[src/rtl/core/csf_pkg.sv]
// Shared constants, types and register indexes of the cross kernel sharpen filter.
// Used by every module of the block but csf_ram; depends on nothing.
`timescale 1ns / 1ps

package csf_pkg;

  // Frame limits.
  localparam int MAX_WIDTH  = 4096;
  localparam int MAX_HEIGHT = 4096;

  localparam int COL_W = $clog2(MAX_WIDTH);
  localparam int ROW_W = (MAX_HEIGHT > 1) ? $clog2(MAX_HEIGHT) : 1;

  // Field and register widths.
  localparam int PIX_W   = 32;
  localparam int STORE_W = PIX_W + 1;
  localparam int CFG_W   = 13;
  localparam int AMT_W   = 5;
  localparam int IDX_W   = 2;

  // Queue between the front and the back.
  localparam int QDEPTH = 4;
  localparam int QPTR_W = (QDEPTH > 1) ? $clog2(QDEPTH) : 1;
  localparam int QCNT_W = $clog2(QDEPTH + 1);

  // Register indexes.
  localparam logic [IDX_W-1:0] REG_IMAGE_WIDTH    = 2'd0;
  localparam logic [IDX_W-1:0] REG_IMAGE_HEIGHT   = 2'd1;
  localparam logic [IDX_W-1:0] REG_SHARPEN_AMOUNT = 2'd2;

  // Reset values of the registers.
  localparam logic [CFG_W-1:0] RST_IMAGE_WIDTH    = 13'd640;
  localparam logic [CFG_W-1:0] RST_IMAGE_HEIGHT   = 13'd480;
  localparam logic [AMT_W-1:0] RST_SHARPEN_AMOUNT = 5'd2;

  // Input commands.
  localparam logic CMD_PIXEL = 1'b0;
  localparam logic CMD_DRAIN = 1'b1;

  // One pending result with its neighbourhood resolved.
  typedef struct packed {
    logic [PIX_W-1:0] mid_px;
    logic             mid_sel;
    logic [PIX_W-1:0] up;
    logic [PIX_W-1:0] down;
    logic [PIX_W-1:0] left;
    logic [PIX_W-1:0] right;
    logic             frame_end;
  } entry_t;

  typedef struct packed {
    logic   valid;
    entry_t entry;
  } push_t;

  typedef struct packed {
    logic [QCNT_W-1:0] count;
    logic              not_empty;
  } queue_status_t;

endpackage

[src/rtl/core/csf_sharpen.sv]
// Back of the sharpen filter: applies the cross kernel to queued neighbourhoods and
// holds the result register. Depends on csf_pkg.
`timescale 1ns / 1ps

module csf_sharpen (
  input  logic                        clk,
  input  logic                        rst,
  input  logic [csf_pkg::AMT_W-1:0]   sharpen_amount,
  input  csf_pkg::queue_status_t      qs,
  input  csf_pkg::entry_t             head,
  output logic                        pop,
  output logic                        out_valid,
  input  logic                        out_stall,
  output logic [csf_pkg::PIX_W-1:0]   pixel_out,
  output logic                        frame_end
);

  // Quarter units: 4*mid*(1+a) - a*(up+down+left+right), clipped and scaled to 8 bits.
  function automatic logic [csf_pkg::PIX_W-1:0] sharpen_px(input csf_pkg::entry_t e,
                                                          input logic [csf_pkg::AMT_W-1:0] amt);
    logic [csf_pkg::PIX_W-1:0] res;
    logic [9:0]                sum;
    logic [15:0]               pos;
    logic [14:0]               neg;
    logic [15:0]               diff;
    logic [13:0]               quarter;
    logic [7:0]                c;
    res = {e.mid_px[31:24], 24'b0};
    for (int ch = 0; ch < 3; ch++) begin
      sum = 10'(e.up[ch*8 +: 8]) + 10'(e.down[ch*8 +: 8])
          + 10'(e.left[ch*8 +: 8]) + 10'(e.right[ch*8 +: 8]);
      pos = 16'({e.mid_px[ch*8 +: 8], 2'b00}) * 16'(6'(amt) + 6'd1);
      neg = 15'(sum) * 15'(amt);
      diff = pos - 16'(neg);
      quarter = diff[15:2];
      if (16'(neg) > pos) begin
        c = 8'd0;
      end else if (quarter > 14'd255) begin
        c = 8'hFF;
      end else begin
        c = quarter[7:0];
      end
      res[ch*8 +: 8] = c;
    end
    if (!e.mid_sel || amt == '0) begin
      res = e.mid_px;
    end
    return res;
  endfunction

  assign pop = qs.not_empty && (!out_valid || !out_stall);

  always_ff @(posedge clk) begin
    if (rst) begin
      out_valid <= 1'b0;
    end else if (!out_valid || !out_stall) begin
      out_valid <= qs.not_empty;
    end
  end

  always_ff @(posedge clk) begin
    if (pop) begin
      pixel_out <= sharpen_px(head, sharpen_amount);
      frame_end <= head.frame_end;
    end
  end

  a_pop_loads: assert property (@(posedge clk) disable iff (rst)
    pop |=> out_valid)
    else $error("popped entry did not reach the result register");

endmodule

[config.mk]
export PLATFORM = sky130hd
export DESIGN_NAME = csf_sharpen
export DESIGN_NICKNAME = d
export VERILOG_FILES = /design/src/rtl/core/csf_pkg.sv /design/src/rtl/core/csf_sharpen.sv
export SDC_FILE = /design/constraint.sdc
export NUM_CORES = 1
export LEC_CHECK = 0
export ABC_AREA = 1
export BUFFER_PORTS_ARGS = -buffer_cell sky130_fd_sc_hd__buf_4
export CAP_MARGIN = 20
export CORE_MARGIN = 1.5
export CORE_UTILIZATION = 66
export CTS_CLUSTER_DIAMETER = 40
export DETAILED_ROUTE_END_ITERATION = 10
export PLACE_DENSITY = 0.94
export SYNTH_ARGS = -nofsm -noshare
export SYNTH_HDL_FRONTEND = slang
export SYNTH_SLANG_ARGS = --single-unit
[constraint.sdc]
create_clock -name clk -period 20.7 [get_ports clk]
set_input_delay 2.07 -clock clk [delete_from_list [all_inputs] [get_ports clk]]
set_output_delay 2.07 -clock clk [all_outputs]
set_load 0.02 [all_outputs]
==> results_dict.tcl <==
set metrics [dict create \
    hpwlAfterDp_microns 32100 \
    worst_pin_slew_ps 1000 \
    critical_path_required_ps 20720 \
    post_cts_resized 0 \
    core_sq_mm 0.0226 \
    rows 55 \
    io_buffer_count 173 \
    antenna_left 0 \
    slew_headroom_pct 32.9 \
    fillerInstances 1689 \
    grt_util_all_layers_pct 32.0 \
    cts_buffers 5 \
    drtIter0Drc 1022 \
    multiInputGateArea_sq_mm 0.0121 \
    syn-cell-area_sq_mm 0.0151 \
    worstHoldStart "out_valid$_SDFFE_PP0N_" \
    clkLatencyLatePin_ps 280 \
    worst_clock_skew_ps 3.81 \
    hold_viol 0 \
    min_period_ps 9150 \
    critPathArrivalTime_ps 9170 \
    slew_viol_final 0 \
    die_w_microns 154 \
    antenna_found_initial 0 \
    fin_cells 2614 \
    synth_warnings 0 \
    cts_buffer_depth 2 \
    timing.fmax_mhz 109 \
    max-cap-violations 0 \
    ys.flop_type "edfxtp_1" \
    r2r_start "out_valid$_SDFFE_PP0N_" \
    path_common_cell "nand2_1" \
    drive_above_1_share_pct 9.83 \
    yosys.area.top_type "fa_1" \
    cp_num_cells 40 \
    synth_top_area_share_pct 25.8 \
    status "finished clean" \
    rsz0062_at_grt "false" \
    htree_levels 2 \
    grt_max_degree 35 \
    diodes 0 \
    slowest_stage "fa_1" \
    netlist_instances 2173 \
    syn_to_final_growth_pct 11.3 \
    final_common_cell "nand2_1" \
    grt_pass1_vias 14500 \
    ys_async_sr_fraction_pct 0 \
    post_cts_buffers 0 \
    fin_util_pct 74.7 \
    setup_tns_ps 0 \
    layout_common_cells "556 x nand2_1, 516 x inv_1, 210 x nor2_1" \
    min_period_over_period_pct 44.2 \
    min_path_type "reg -> reg" \
    die_area_sq_mm 0.0239 \
    syn-num-nets 2748 \
    dp.cells 2606 \
    post_drt_wl_per_cell_microns 14.1 \
    drc 0 \
    dr.pass1.iters 7 \
    setup_violations 0 \
    routed_via_density 5.42 \
    cts.sinks 34 \
    cts_hold_buf 0 \
    layout.nets 2903 \
    path_clk_slew_ps 50 \
    slowest_delay_ps 580 \
    yosys_register_bits 34 \
    startpoint "head[18]" \
    routed_wl_microns 36900 \
    crit_path_end_kind "register" \
    yosysSeqAreaShare_pct 6.68 \
    seqCellArea_sq_mm 0.00101 \
    synth.avg_cell_area_sq_um 6.97 \
    holdPathStages 2 \
    place.gp.congestion 0.920 \
    critPathMaxFanout 8 \
    grt_overflow 0 \
    synth_edf_count 33 \
    critPathTopFamily "adder cells" \
    cts_tree "built" \
    grt_pass1_wl_microns 63500 \
    start_kind "input port" \
    initial_core_util_pct 67.1 \
    die_h_microns 154 \
    yosysUniqueCellTypes 38 \
    synth.area.top_cells "fa_1 26%, ha_1 17%, nand2_1 14%, inv_1 13%, edfxtp_1 6.5%" \
    cts-root-buf "clkbuf_16" \
    ios 209 \
    cp_num_buf_inv 7 \
    worst-setup-path-type "in -> reg" \
    holdWs_ps 541 \
    vias 14200 \
    rr_worst_depth 1 \
]
final cells by class:
| type | count | share of cell area, % |
|---|---|---|
| Timing Repair Buffer | 176 | 7.84 |
| Tap cell | 285 | 2.12 |
| Inverter | 526 | 11.7 |
| Sequential cell | 34 | 6.00 |
| Clock buffer | 8 | 0.809 |
| Multi-Input combinational cell | 1585 | 71.5 |
through the flow:
stage	instance area (sq um)	setup WS, ps
4_1_cts	16900	11580
3_3_place_gp	16700	11550
5_1_grt	16900	10990
2_1_floorplan	15100	12140
3_5_place_dp	16700	11310
6_report	16900	11550
kinds of logic after synthesis:
group | after synthesis | share of synthesized area [%]
DFF | 34 | 6.68
and+or+nand+nor | 930 | 25.4
AOI/OAI and AO/OA | 157 | 5.70
buffers and inverters | 554 | 13.8
xor gates and xnor gates | 97 | 5.61
adders and majority gates | 401 | 42.8
sequential cells by signal, indices dropped and copies added, names as in the netlist:
name and count:
frame_end 1, out_valid 1, pixel_out 32
worst paths after layout:
kind	slack (ps)	endpoint
worst max-delay path	11550	pixel_out[20]$_DFFE_PP_
worst min-delay path	540	out_valid$_SDFFE_PP0N_
worst max register to register	19160	pixel_out[16]$_DFFE_PP_
worst min register to register	540	out_valid$_SDFFE_PP0N_
metal layers:
metal	share of wire, %	wire, microns	global-route usage [%]	vias to the layer above
li1	-	-	-	6880
met1	42	15400	41.2	6577
met2	48	17700	57.1	625
met3	7.6	2800	2.75	78
met4	2.7	997	10.1	0
met5	0	0	0	-
tightest hold or removal path, delay by kind of cell (launching register included):
kind | cells | cell delay, ps
flip-flops | 1 | 340
AND/OR/NAND/NOR | 1 | 80
AO/OA/AOI/OAI | 1 | 70
cell usage after synthesis (9+ instances only):
| cell type | n |
|---|---|
| clkbuf_1 | 20 |
| and2_1 | 9 |
| edfxtp_1 | 33 |
| nand2_2 | 9 |
| nor2_1 | 210 |
| o21ai_0 | 22 |
| or2_2 | 15 |
| ha_1 | 206 |
| nand2_1 | 556 |
| xor2_1 | 44 |
| fa_1 | 195 |
| nand3_1 | 69 |
| nand4_1 | 38 |
| nor3_1 | 9 |
| xnor2_1 | 53 |
| a21oi_1 | 105 |
| inv_1 | 516 |
| inv_2 | 9 |
Power is not shown: default switching activity piles up to over one toggle a cycle in this logic, so the estimate is an artifact.
