--- src/rtl/core/csf_pkg.sv ---
// Shared constants, types and register indexes of the cross kernel sharpen filter.
// Used by every module of the block but csf_ram; depends on nothing.
`timescale 1ns / 1ps

package csf_pkg;

  // Frame limits.
  localparam int MAX_WIDTH  = 4096;
  localparam int MAX_HEIGHT = 4096;

  localparam int COL_W = $clog2(MAX_WIDTH);
  localparam int ROW_W = (MAX_HEIGHT > 1) ? $clog2(MAX_HEIGHT) : 1;

  // Field and register widths.
  localparam int PIX_W   = 32;
  localparam int STORE_W = PIX_W + 1;
  localparam int CFG_W   = 13;
  localparam int AMT_W   = 5;
  localparam int IDX_W   = 2;

  // Queue between the front and the back.
  localparam int QDEPTH = 4;
  localparam int QPTR_W = (QDEPTH > 1) ? $clog2(QDEPTH) : 1;
  localparam int QCNT_W = $clog2(QDEPTH + 1);

  // Register indexes.
  localparam logic [IDX_W-1:0] REG_IMAGE_WIDTH    = 2'd0;
  localparam logic [IDX_W-1:0] REG_IMAGE_HEIGHT   = 2'd1;
  localparam logic [IDX_W-1:0] REG_SHARPEN_AMOUNT = 2'd2;

  // Reset values of the registers.
  localparam logic [CFG_W-1:0] RST_IMAGE_WIDTH    = 13'd640;
  localparam logic [CFG_W-1:0] RST_IMAGE_HEIGHT   = 13'd480;
  localparam logic [AMT_W-1:0] RST_SHARPEN_AMOUNT = 5'd2;

  // Input commands.
  localparam logic CMD_PIXEL = 1'b0;
  localparam logic CMD_DRAIN = 1'b1;

  // One pending result with its neighbourhood resolved.
  typedef struct packed {
    logic [PIX_W-1:0] mid_px;
    logic             mid_sel;
    logic [PIX_W-1:0] up;
    logic [PIX_W-1:0] down;
    logic [PIX_W-1:0] left;
    logic [PIX_W-1:0] right;
    logic             frame_end;
  } entry_t;

  typedef struct packed {
    logic   valid;
    entry_t entry;
  } push_t;

  typedef struct packed {
    logic [QCNT_W-1:0] count;
    logic              not_empty;
  } queue_status_t;

endpackage

--- src/rtl/core/csf_queue.sv ---
// Short register queue of resolved neighbourhoods between the front and the back.
// Depends on csf_pkg for the entry type and the depth.
`timescale 1ns / 1ps

module csf_queue (
  input  logic                   clk,
  input  logic                   rst,
  input  csf_pkg::push_t         push,
  input  logic                   pop,
  output csf_pkg::entry_t        head,
  output csf_pkg::queue_status_t status
);

  csf_pkg::entry_t                 slots [csf_pkg::QDEPTH];
  logic [csf_pkg::QPTR_W-1:0]      wr_ptr;
  logic [csf_pkg::QPTR_W-1:0]      rd_ptr;
  logic [csf_pkg::QCNT_W-1:0]      count;

  function automatic logic [csf_pkg::QPTR_W-1:0] bump(input logic [csf_pkg::QPTR_W-1:0] p);
    if (p == csf_pkg::QPTR_W'(csf_pkg::QDEPTH - 1)) begin
      return '0;
    end
    return p + 1'b1;
  endfunction

  always_ff @(posedge clk) begin
    if (rst) begin
      wr_ptr <= '0;
      rd_ptr <= '0;
      count  <= '0;
    end else begin
      if (push.valid) begin
        wr_ptr <= bump(wr_ptr);
      end
      if (pop) begin
        rd_ptr <= bump(rd_ptr);
      end
      unique case ({push.valid, pop})
        2'b10:   count <= count + 1'b1;
        2'b01:   count <= count - 1'b1;
        default: count <= count;
      endcase
    end
  end

  always_ff @(posedge clk) begin
    if (push.valid) begin
      slots[wr_ptr] <= push.entry;
    end
  end

  assign head             = slots[rd_ptr];
  assign status.count     = count;
  assign status.not_empty = (count != '0);

  a_no_overflow: assert property (@(posedge clk) disable iff (rst)
    !(push.valid && !pop && count == csf_pkg::QCNT_W'(csf_pkg::QDEPTH)))
    else $error("queue written while full");

  a_no_underflow: assert property (@(posedge clk) disable iff (rst)
    pop |-> count != '0)
    else $error("queue read while empty");

endmodule

--- config.mk ---
export PLATFORM = sky130hd
export DESIGN_NAME = csf_queue
export DESIGN_NICKNAME = d
export VERILOG_FILES = /design/src/rtl/core/csf_pkg.sv /design/src/rtl/core/csf_queue.sv
export SDC_FILE = /design/constraint.sdc
export NUM_CORES = 1
export LEC_CHECK = 0
export ABC_AREA = 1
export BUFFER_PORTS_ARGS = -buffer_cell sky130_fd_sc_hd__buf_2
export CAP_MARGIN = 10
export CORE_UTILIZATION = 57
export CTS_CLUSTER_SIZE = 20
export DETAILED_ROUTE_END_ITERATION = 10
export PLACE_DENSITY_LB_ADDON = 0.1
export SYNTH_ARGS = -nofsm -noshare
export SYNTH_HDL_FRONTEND = slang
export SYNTH_SLANG_ARGS = --single-unit
--- constraint.sdc ---
create_clock -name clk -period 6.6 [get_ports clk]
set_clock_uncertainty 0.15 [all_clocks]
set_input_delay 1.65 -clock clk [delete_from_list [all_inputs] [get_ports clk]]
set_output_delay 1.65 -clock clk [all_outputs]
set_load 0.05 [all_outputs]
==> run summary, run 1 <==
# rows = 75
Setup CP Type = reg -> out
Synthesized Nets = 1,799
status = complete, no violations
Setup violations, final = 0
worst vdd ir = 0.000233 V
register area share after synthesis = 79.9%
average size of a mapped cell = 15.1 sq um
total CTS buffers = 66
slew margin rel. = 21.0%
global-route wire length before repair = 79,800 um
worst hold path class = reg -> reg
initial core utilization = 58.2%
Hold Buf Count CTS = 0
Unique masters post-synth = 24
DR DRC count = 0
Worst-path clk slew = 60 ps
Area Growth Syn to Fin = 15.5%
Tcrit/Tclk final = 74.0%
total of max-cap violations = 0
Die Span Y = 210 um
synth warn = 0
met1 global-route usage = 30.4%
nets@finish = 2,104
final hold slack = 349 ps
Final HPWL DP = 28,200 um
Leak = 9.85 nW
crit path DAT = 3080 ps
final hold vios = 0
fraction of layout cells with a size suffix above 1 = 21.9%
antenna violations before repair = 21
Sum Neg Setup Slack = 0 ps
commonest non-fill, non-tap cell in the layout = edfxtp_1
Initial DRC Count = 1,009
Die W = 210 um
CTS Sinks = 657
largest net degree at the start of global routing = 246
layout filler cell count = 2,971
Global Route met2 Usage = 38.3%
Synth Register Bits = 657
root buf cell = clkbuf_16
Via density = 5.72
CTS Buffer Depth = 3
Crit Path Max Fanout = 88
Clock H-tree levels = 3
Die Area = 43,900 sq um
I/O pins = 332
WL final = 52,800 um
fmax = 205 MHz
clk_lat worst skew = 570 ps
grt met3 use = 7.71%
IO Port Bufs = 331
Gates resized, CTS repair = 0
RSZ-0062 raised after global routing = no
Post-DRT Antenna Nets = 0
Synth area leader = edfxtp_1
vias in the first global route = 14,436
grt ovf = 0
WL per Instance = 20.9 um
total track usage = 23.9%
Tightest Pin Transition = 1180 ps
Required @ worst endpoint = 4800 ps
fin. max-slew vios = 0
most frequent cells in the layout = 648 x edfxtp_1, 334 x nor2_1, 331 x buf_2
placer congestion estimate = 0.769
CP Launch Type = flip-flop
TritonCTS clock tree = built
Post-CTS Setup Bufs = 0
Synth Instances = 1,626
core area = 42,200 sq um
synth top area cells = edfxtp_1 79%, o21ai_0 6.0%, nor2_1 5.1%
DR vias = 14,461
R2R setup slack = 4130 ps
GRT Max-Usage Layer = met2
Period minus WS final = 4880 ps
critical path capture point type = output pin
drt pass-1 iters = 5
power density over cell area = 342 nW/um^2
Synth Cell Area = 24,600 sq um
top-area cell type share of the netlist area = 79.2%
-- state kept, by name, indices dropped and copies added, names as in the netlist, named ones only --
| signal | cells |
|---|---|
| count | 3 |
| slots | 648 |
| rd_ptr | 2 |
| wr_ptr | 2 |
-- cell usage after synthesis, drive strengths merged --
library cell,n
xnor2,1
buf,62
dfxtp,9
nand4,1
fa,1
o21ai,328
clkbuf,44
a21oi,3
inv,15
nor2,334
nor3,1
ha,6
o22ai,162
nand2,11
edfxtp,648
-- per-layer routing --
layer / share of wire [%] / wire [um]
met1: 41 / 21700
met2: 48 / 25400
met3: 8.0 / 4210
met4: 2.6 / 1360
met5: 0.21 / 113
-- where the power goes --
part	switching (mW)	internal (mW)
registers	0.0593	4.80
clock network	1.44	2.04
logic	1.08	0.282
total	2.58	7.12
-- through the flow --
stage / std cells / total power, mW / util, % / area (sq um) / setup slack (ps)
final: 2529 / 9.70 / 67.2 / 28400 / 1720
after global routing: 2522 / 10.0 / 67.2 / 28400 / 1510
after CTS: 2514 / 9.76 / 67.1 / 28300 / 1700
after detailed placement: 2402 / 6.31 / 62.4 / 26300 / 2320
after global placement: 2402 / 6.29 / 62.4 / 26300 / 2320
after floorplan: 1626 / 5.95 / - / 24600 / 1120
-- cell type report --
type,instances,area (sq um),area share [%]
multi-input combinational,848,4090,14.4
antenna,15,37.5,0.132
timing repair buffer,343,1830,6.46
sequential,657,19600,69.2
clock inverter,18,136,0.481
tap,539,674,2.38
clock buffer,94,1860,6.57
inverter,15,91.3,0.322
-- worst paths after layout --
path,end,from,depth (start not counted)
setup / recovery,head[135],flip-flop,5
hold reg to reg,flip-flop,rd_ptr[0],2
setup reg to reg,slots[0][1],wr_ptr[1],5
hold / removal,flip-flop,rd_ptr[0],2
-- logic make-up (layout without fill, tap and decap cells) --
group                      after synthesis  after routing  synth area share (%)
AOI/OAI and AO/OA                      493            493                  10.9
xor gates and xnor gates                 1              1                0.0357
DFF                                    657            657                  79.9
adders and majority gates                7              7                 0.387
and+or+nand+nor                        347            347                  5.32
other                                    0             15                     0
buffers and inverters                  121            470                  3.39
-- critical path, stage by stage, from the launching register on --
cell,delay [ps]
dfxtp_4,550
inv_4,730
buf_12,420
o21ai_0,190
o22ai_1,160
buf_2,310
No activity file was read; power rests on OpenSTA's default activity.
==> inputs of run 2 (changes only) <==
==> constraint.sdc (replaced) <==
create_clock -name clk -period 4.5 [get_ports clk]
set_clock_uncertainty 0.15 [all_clocks]
set_input_delay 1.125 -clock clk [delete_from_list [all_inputs] [get_ports clk]]
set_output_delay 1.125 -clock clk [all_outputs]
set_load 0.05 [all_outputs]
==> run summary, run 2 (synthesis gave the netlist of run 1 again) <==
Tcrit/Tclk final = 86.0%
CP Launch Type = flip-flop
most frequent cells in the layout = 648 x edfxtp_1, 334 x nor2_1, 331 x buf_2
Crit path max-delay family = flip-flops
Via density = 5.73 (+0.18%)
largest net degree at the start of global routing = 175 (-29%)
Placed Cells = 2,412 (+0.42%)
IO Port Bufs = 331 (unchanged)
multi-input logic area = 4090 sq um (unchanged)
met1 global-route usage = 31.8% (+1.4 points)
critical path capture point type = output pin
dpl ws = 1120 ps (-1200 ps)
worst hold path class = reg -> reg
Leak = 9.97 nW (+1.2%)
# rows = 75 (unchanged)
fraction of layout cells with a size suffix above 1 = 22.9% (+1.0 points)
Worst path slowest cell = dfxtp_4
biggest regs = slots: 648 flops, count: 3 flops
Storage cell area = 19,600 sq um (unchanged)
total of max-cap violations = 0 (unchanged)
final hold vios = 0 (unchanged)
Worst-path clk slew = 60 ps (about the same)
TritonCTS clock tree = built
Initial DRC Count = 1,272 (+26%)
Period minus WS final = 3870 ps
WL per Instance = 20.7 um (-0.66%)
drt pass-1 iters = 5 (unchanged)
CTS Sinks = 657 (unchanged)
Global Route met2 Usage = 37.6% (-0.63 points)
vias in the first global route = 14,217 (-1.5%)
Setup CP Type = reg -> out
power density over cell area = 504 nW/um^2 (+47%)
DR vias = 14,596 (+0.93%)
Die W = 210 um (unchanged)
final setup margin = 632 ps (-1080 ps)
Sum Neg Setup Slack = 0 ps (unchanged)
Post-DRT Antenna Nets = 0 (unchanged)
fin area = 28,600 sq um (+0.67%)
DR DRC count = 0 (unchanged)
post-route insts no fill = 2,548 (+0.75%)
Die Area = 43,900 sq um (unchanged)
final hold slack = 356 ps (+6.91 ps)
fin. max-slew vios = 0 (unchanged)
initial core utilization = 58.2% (unchanged)
CTS Buffer Depth = 3 (unchanged)
total CTS buffers = 67 (+1.5%)
slew margin rel. = 27.3% (+6.3 points)
core area = 42,200 sq um (unchanged)
max reg flops = 648 (unchanged)
GRT Max-Usage Layer = met2
Die Span Y = 210 um (unchanged)
commonest non-fill, non-tap cell in the layout = edfxtp_1
Final Core Density = 67.7% (+0.45 points)
Setup violations, final = 0 (unchanged)
antenna violations before repair = 17 (-19%)
status = complete, no violations
Hold Buf Count CTS = 0 (unchanged)
grt ovf = 0 (unchanged)
placed cell areas = 26,400 sq um (+0.36%)
Post-CTS Setup Bufs = 0 (unchanged)
largest register by flop count = slots
total track usage = 23.9% (+0.038 points)
worst vdd ir = 0.000360 V (+55%)
Crit path buffers/inverters = 2 (-1)
placer congestion estimate = 0.738 (-4.1%)
Crit Path Max Fanout = 66 (-25%)
RSZ-0062 raised after global routing = no
crit path DAT = 2590 ps (-490 ps)
root buf cell = clkbuf_16
nets@finish = 2,115 (+0.52%)
Area Growth Syn to Fin = 16.3%
layout filler cell count = 2,932 (-1.3%)
CP Cell Sequence = buf_12 > o21ai_0 > o22ai_1 > buf_2
global-route wire length before repair = 79,800 um (about the same)
WL final = 52,800 um (about the same)
clk_lat worst skew = 570 ps (about the same)
I/O pins = 332 (unchanged)
Gates resized, CTS repair = 0 (unchanged)
grt met3 use = 7.57% (-0.13 points)
Final HPWL DP = 28,200 um (about the same)
fmax = 259 MHz
Required @ worst endpoint = 3220 ps (-1580 ps)
final total power = 14.4 mW (+48%)
Clock H-tree levels = 3 (unchanged)
Tightest Pin Transition = 1090 ps (-94.8 ps)
Worst path max stage delay = 880 ps (+150 ps)
[run 2: cell types whose count changed in the layout (fill, tap and decap cells not counted)]
cell	delta
clkinv_2	+14
clkinvlp_4	+2
inv_6	-4
clkinv_1	+13
buf_4	+8
buf_12	+2
clkbuf_1	-18
bufinv_16	+2
[run 2: layout make-up]
| type | instances | share of cell area (%) |
|---|---|---|
| inverters | 15 | 0.302 |
| multi-input cells | 848 | 14.3 |
| well taps | 539 | 2.36 |
| clock inverters | 45 | 1.05 |
| repair buffers | 353 | 6.77 |
| clock buffers | 76 | 6.29 |
| flip-flops and latches | 657 | 68.8 |
| diodes | 15 | 0.131 |
[run 2: path summary, 6_finish.rpt]
kind	end	from	cells past startpoint	slack, ps
worst max register to register	slots[0][39]	wr_ptr[0]	6	1810
worst min-delay path	flip-flop	rd_ptr[0]	2	360
worst max-delay path	head[60]	flip-flop	4	630
worst min register to register	flip-flop	rd_ptr[0]	2	360
[run 2: layer usage]
metal  wire (um)  part of all wire [%]
met5          69                  0.13
met3        4480                   8.5
met4        1200                   2.3
met1       21700                    41
met2       25400                    48
[run 2: power breakdown]
part           switching, mW  internal [mW]  total (mW)
clock                   2.16           3.08        5.25
combinational           1.59          0.424        2.01
sequential            0.0789           7.04        7.12
total                   3.83           10.6        14.4
[run 2: worst reg2reg max path: stages (launching register included)]
cell,delay [ps]
dfxtp_1,340
inv_1,90
ha_1,150
nand2_1,80
clkinvlp_4,90
buf_12,490
buf_4,890
==> inputs of run 3 (changes only) <==
--- a/config.mk
+++ b/config.mk
@@ -8,7 +8,7 @@
 export ABC_AREA = 1
 export BUFFER_PORTS_ARGS = -buffer_cell sky130_fd_sc_hd__buf_2
 export CAP_MARGIN = 10
-export CORE_UTILIZATION = 57
+export CORE_UTILIZATION = 52
 export CTS_CLUSTER_SIZE = 20
 export DETAILED_ROUTE_END_ITERATION = 10
 export PLACE_DENSITY_LB_ADDON = 0.1
==> constraint.sdc (replaced) <==
create_clock -name clk -period 3.4 [get_ports clk]
set_clock_uncertainty 0.15 [all_clocks]
set_input_delay 0.85 -clock clk [delete_from_list [all_inputs] [get_ports clk]]
set_output_delay 0.85 -clock clk [all_outputs]
set_load 0.05 [all_outputs]
==> run summary, run 3 (synthesis gave the netlist of run 1 again) <==
Die Span Y = 219 um (+4.7%)
fraction of layout cells with a size suffix above 1 = 24.0% (+1.1 points)
Hold Buf Count CTS = 0 (unchanged)
Hold Path Depth = 2 (unchanged)
final hold vios = 0 (unchanged)
core area = 46,600 sq um (+10%)
crit path DAT = 2280 ps (-310 ps)
Top Metal Used = met5
Worst Hold Launch = rst
CP Launch Type = flip-flop
Final HPWL DP = 31,300 um (+11%)
metal3 WL = 4680 um (+4.5%)
layout filler cell count = 3,452 (+18%)
Clock H-tree levels = 3 (unchanged)
root buf cell = clkbuf_16
CTS Buffer Depth = 3 (unchanged)
status = complete, no violations
Period minus WS final = 3280 ps
grt ovf = 0 (unchanged)
initial core utilization = 52.8% (-5.4 points)
Crit path buffers/inverters = 3 (+1)
WL met1 = 23,400 um (+7.8%)
Die Area = 48,100 sq um (+9.5%)
critical path capture point type = output pin
most frequent cells in the layout = 648 x edfxtp_1, 334 x nor2_1, 327 x buf_2
largest register by flop count = slots
Worst path max stage delay = 490 ps (-390 ps)
Tcrit/Tclk final = 96.6%
routed length on met2 = 26,800 um (+5.3%)
I/O pins = 332 (unchanged)
Setup violations, final = 0 (unchanged)
multi-input logic area = 4160 sq um (+1.6%)
TritonCTS clock tree = built
global-route wire length before repair = 81,200 um (+1.8%)
post-route insts no fill = 2,640 (+3.6%)
CTS Sinks = 657 (unchanged)
Worst path slowest cell = dfxtp_4
nets@finish = 2,148 (+1.6%)
worst hold path class = in -> reg
placed cell areas = 26,900 sq um (+1.9%)
R2R cell count = 5 (-1)
antenna violations before repair = 20 (+3)
Post-DRT Antenna Nets = 0 (unchanged)
commonest non-fill, non-tap cell in the layout = edfxtp_1
fin. max-slew vios = 0 (unchanged)
fmax = 305 MHz
drt pass-1 iters = 5 (unchanged)
Required @ worst endpoint = 2400 ps (-820 ps)
final hold slack = 301 ps (-54.7 ps)
WL per Instance = 21.4 um (+3.0%)
Crit Path Max Fanout = 54 (-18%)
total of max-cap violations = 0 (unchanged)
WL final = 56,400 um (+6.7%)
final total power = 19.1 mW (+33%)
Die W = 219 um (+4.7%)
IO Port Bufs = 331 (unchanged)
Initial DRC Count = 1,087 (-15%)
Worst-path clk slew = 60 ps (about the same)
DR vias = 14,863 (+1.8%)
Crit path max-delay family = buffers and inverters
Area Growth Syn to Fin = 18.8%
Tightest Pin Transition = 504 ps (-586 ps)
R2R Path End = slots[0][110]
slew margin rel. = 66.3% (+39 points)
reg2reg start = wr_ptr[0]
Via density = 5.63 (-1.7%)
Placed Cells = 2,505 (+3.9%)
largest net degree at the start of global routing = 106 (-39%)
total track usage = 22.6% (-1.3 points)
power density over cell area = 653 nW/um^2 (+30%)
Sum Neg Setup Slack = 0 ps (unchanged)
Storage cell area = 19,600 sq um (unchanged)
placer congestion estimate = 0.751 (+1.8%)
worst vdd ir = 0.000555 V (+54%)
WHS Endpoint = wr_ptr[0]
DR DRC count = 0 (unchanged)
vias in the first global route = 14,103 (-0.80%)
# rows = 79 (+5.3%)
Setup CP Type = reg -> out
biggest regs = slots: 648 flops, count: 3 flops
RSZ-0062 raised after global routing = no
clk_lat worst skew = 600 ps (+30 ps)
total CTS buffers = 67 (unchanged)
Leak = 10.2 nW (+2.2%)
fin area = 29,200 sq um (+2.1%)
R2R setup slack = 1280 ps (-530 ps)
CP Cell Sequence = buf_16 > buf_12 > o21ai_0 > o22ai_1 > buf_2
max reg flops = 648 (unchanged)
run 3: cell types whose count changed in the layout (fill, tap and decap cells not counted), sizes merged:
| cell | change |
|---|---|
| bufbuf | +1 |
| bufinv | -3 |
| clkbuf | +21 |
| diode | -4 |
| clkinv | -18 |
| inv | -1 |
| buf | +28 |
run 3: worst max path at each step:
stage | from | to | slack (ps) | cells past startpoint
finish | flip-flop | head[145] | 120 | 5
global placement | flip-flop | head[108] | 570 | 4
CTS | flip-flop | head[108] | 5 | 4
detailed placement | flip-flop | head[108] | 560 | 4
global route | flip-flop | head[108] | 4 | 4
floorplan | push[162] | slots[3][0] | -430 | 2
run 3: timing repair:
item                                   in CTS  in global routing
gates resized for setup                     4                  5
setup endpoints to repair                  46                 39
gates cloned                                1                  2
pin swaps                                   0                  0
endpoints found under the hold margin       0                  0
buffers inserted                            1                  4
run 3: per-stage QoR:
step	utilization (%)	setup slack, ps
floorplan	-	-432
global placement	57.9	572
detailed placement	57.9	555
CTS	62.4	5.31
global route	62.6	3.62
finish	62.7	117
run 3: metal layers:
metal,up-vias,global-route usage [%]
met5,-,0
met2,463,34.9
li1,6867,-
met4,24,9.63
met3,114,6.79
met1,7395,29.8
run 3: area by class of cell:
class | count | share of cell area (%)
Clock inverter | 22 | 0.416
Inverter | 15 | 0.343
Antenna cell | 11 | 0.0943
Timing Repair Buffer | 385 | 8.35
Clock buffer | 94 | 6.57
Timing Repair inverter | 1 | 0.0386
Tap cell | 607 | 2.60
Sequential cell | 657 | 67.3
Multi-Input combinational cell | 848 | 14.3
run 3: where the power goes:
| part | leakage (nW) | switching, mW | internal (mW) |
|---|---|---|---|
| Sequential | 6.03 | 0.0900 | 9.32 |
| Clock | 1.00 | 2.84 | 3.99 |
| Combinational | 3.16 | 2.18 | 0.650 |
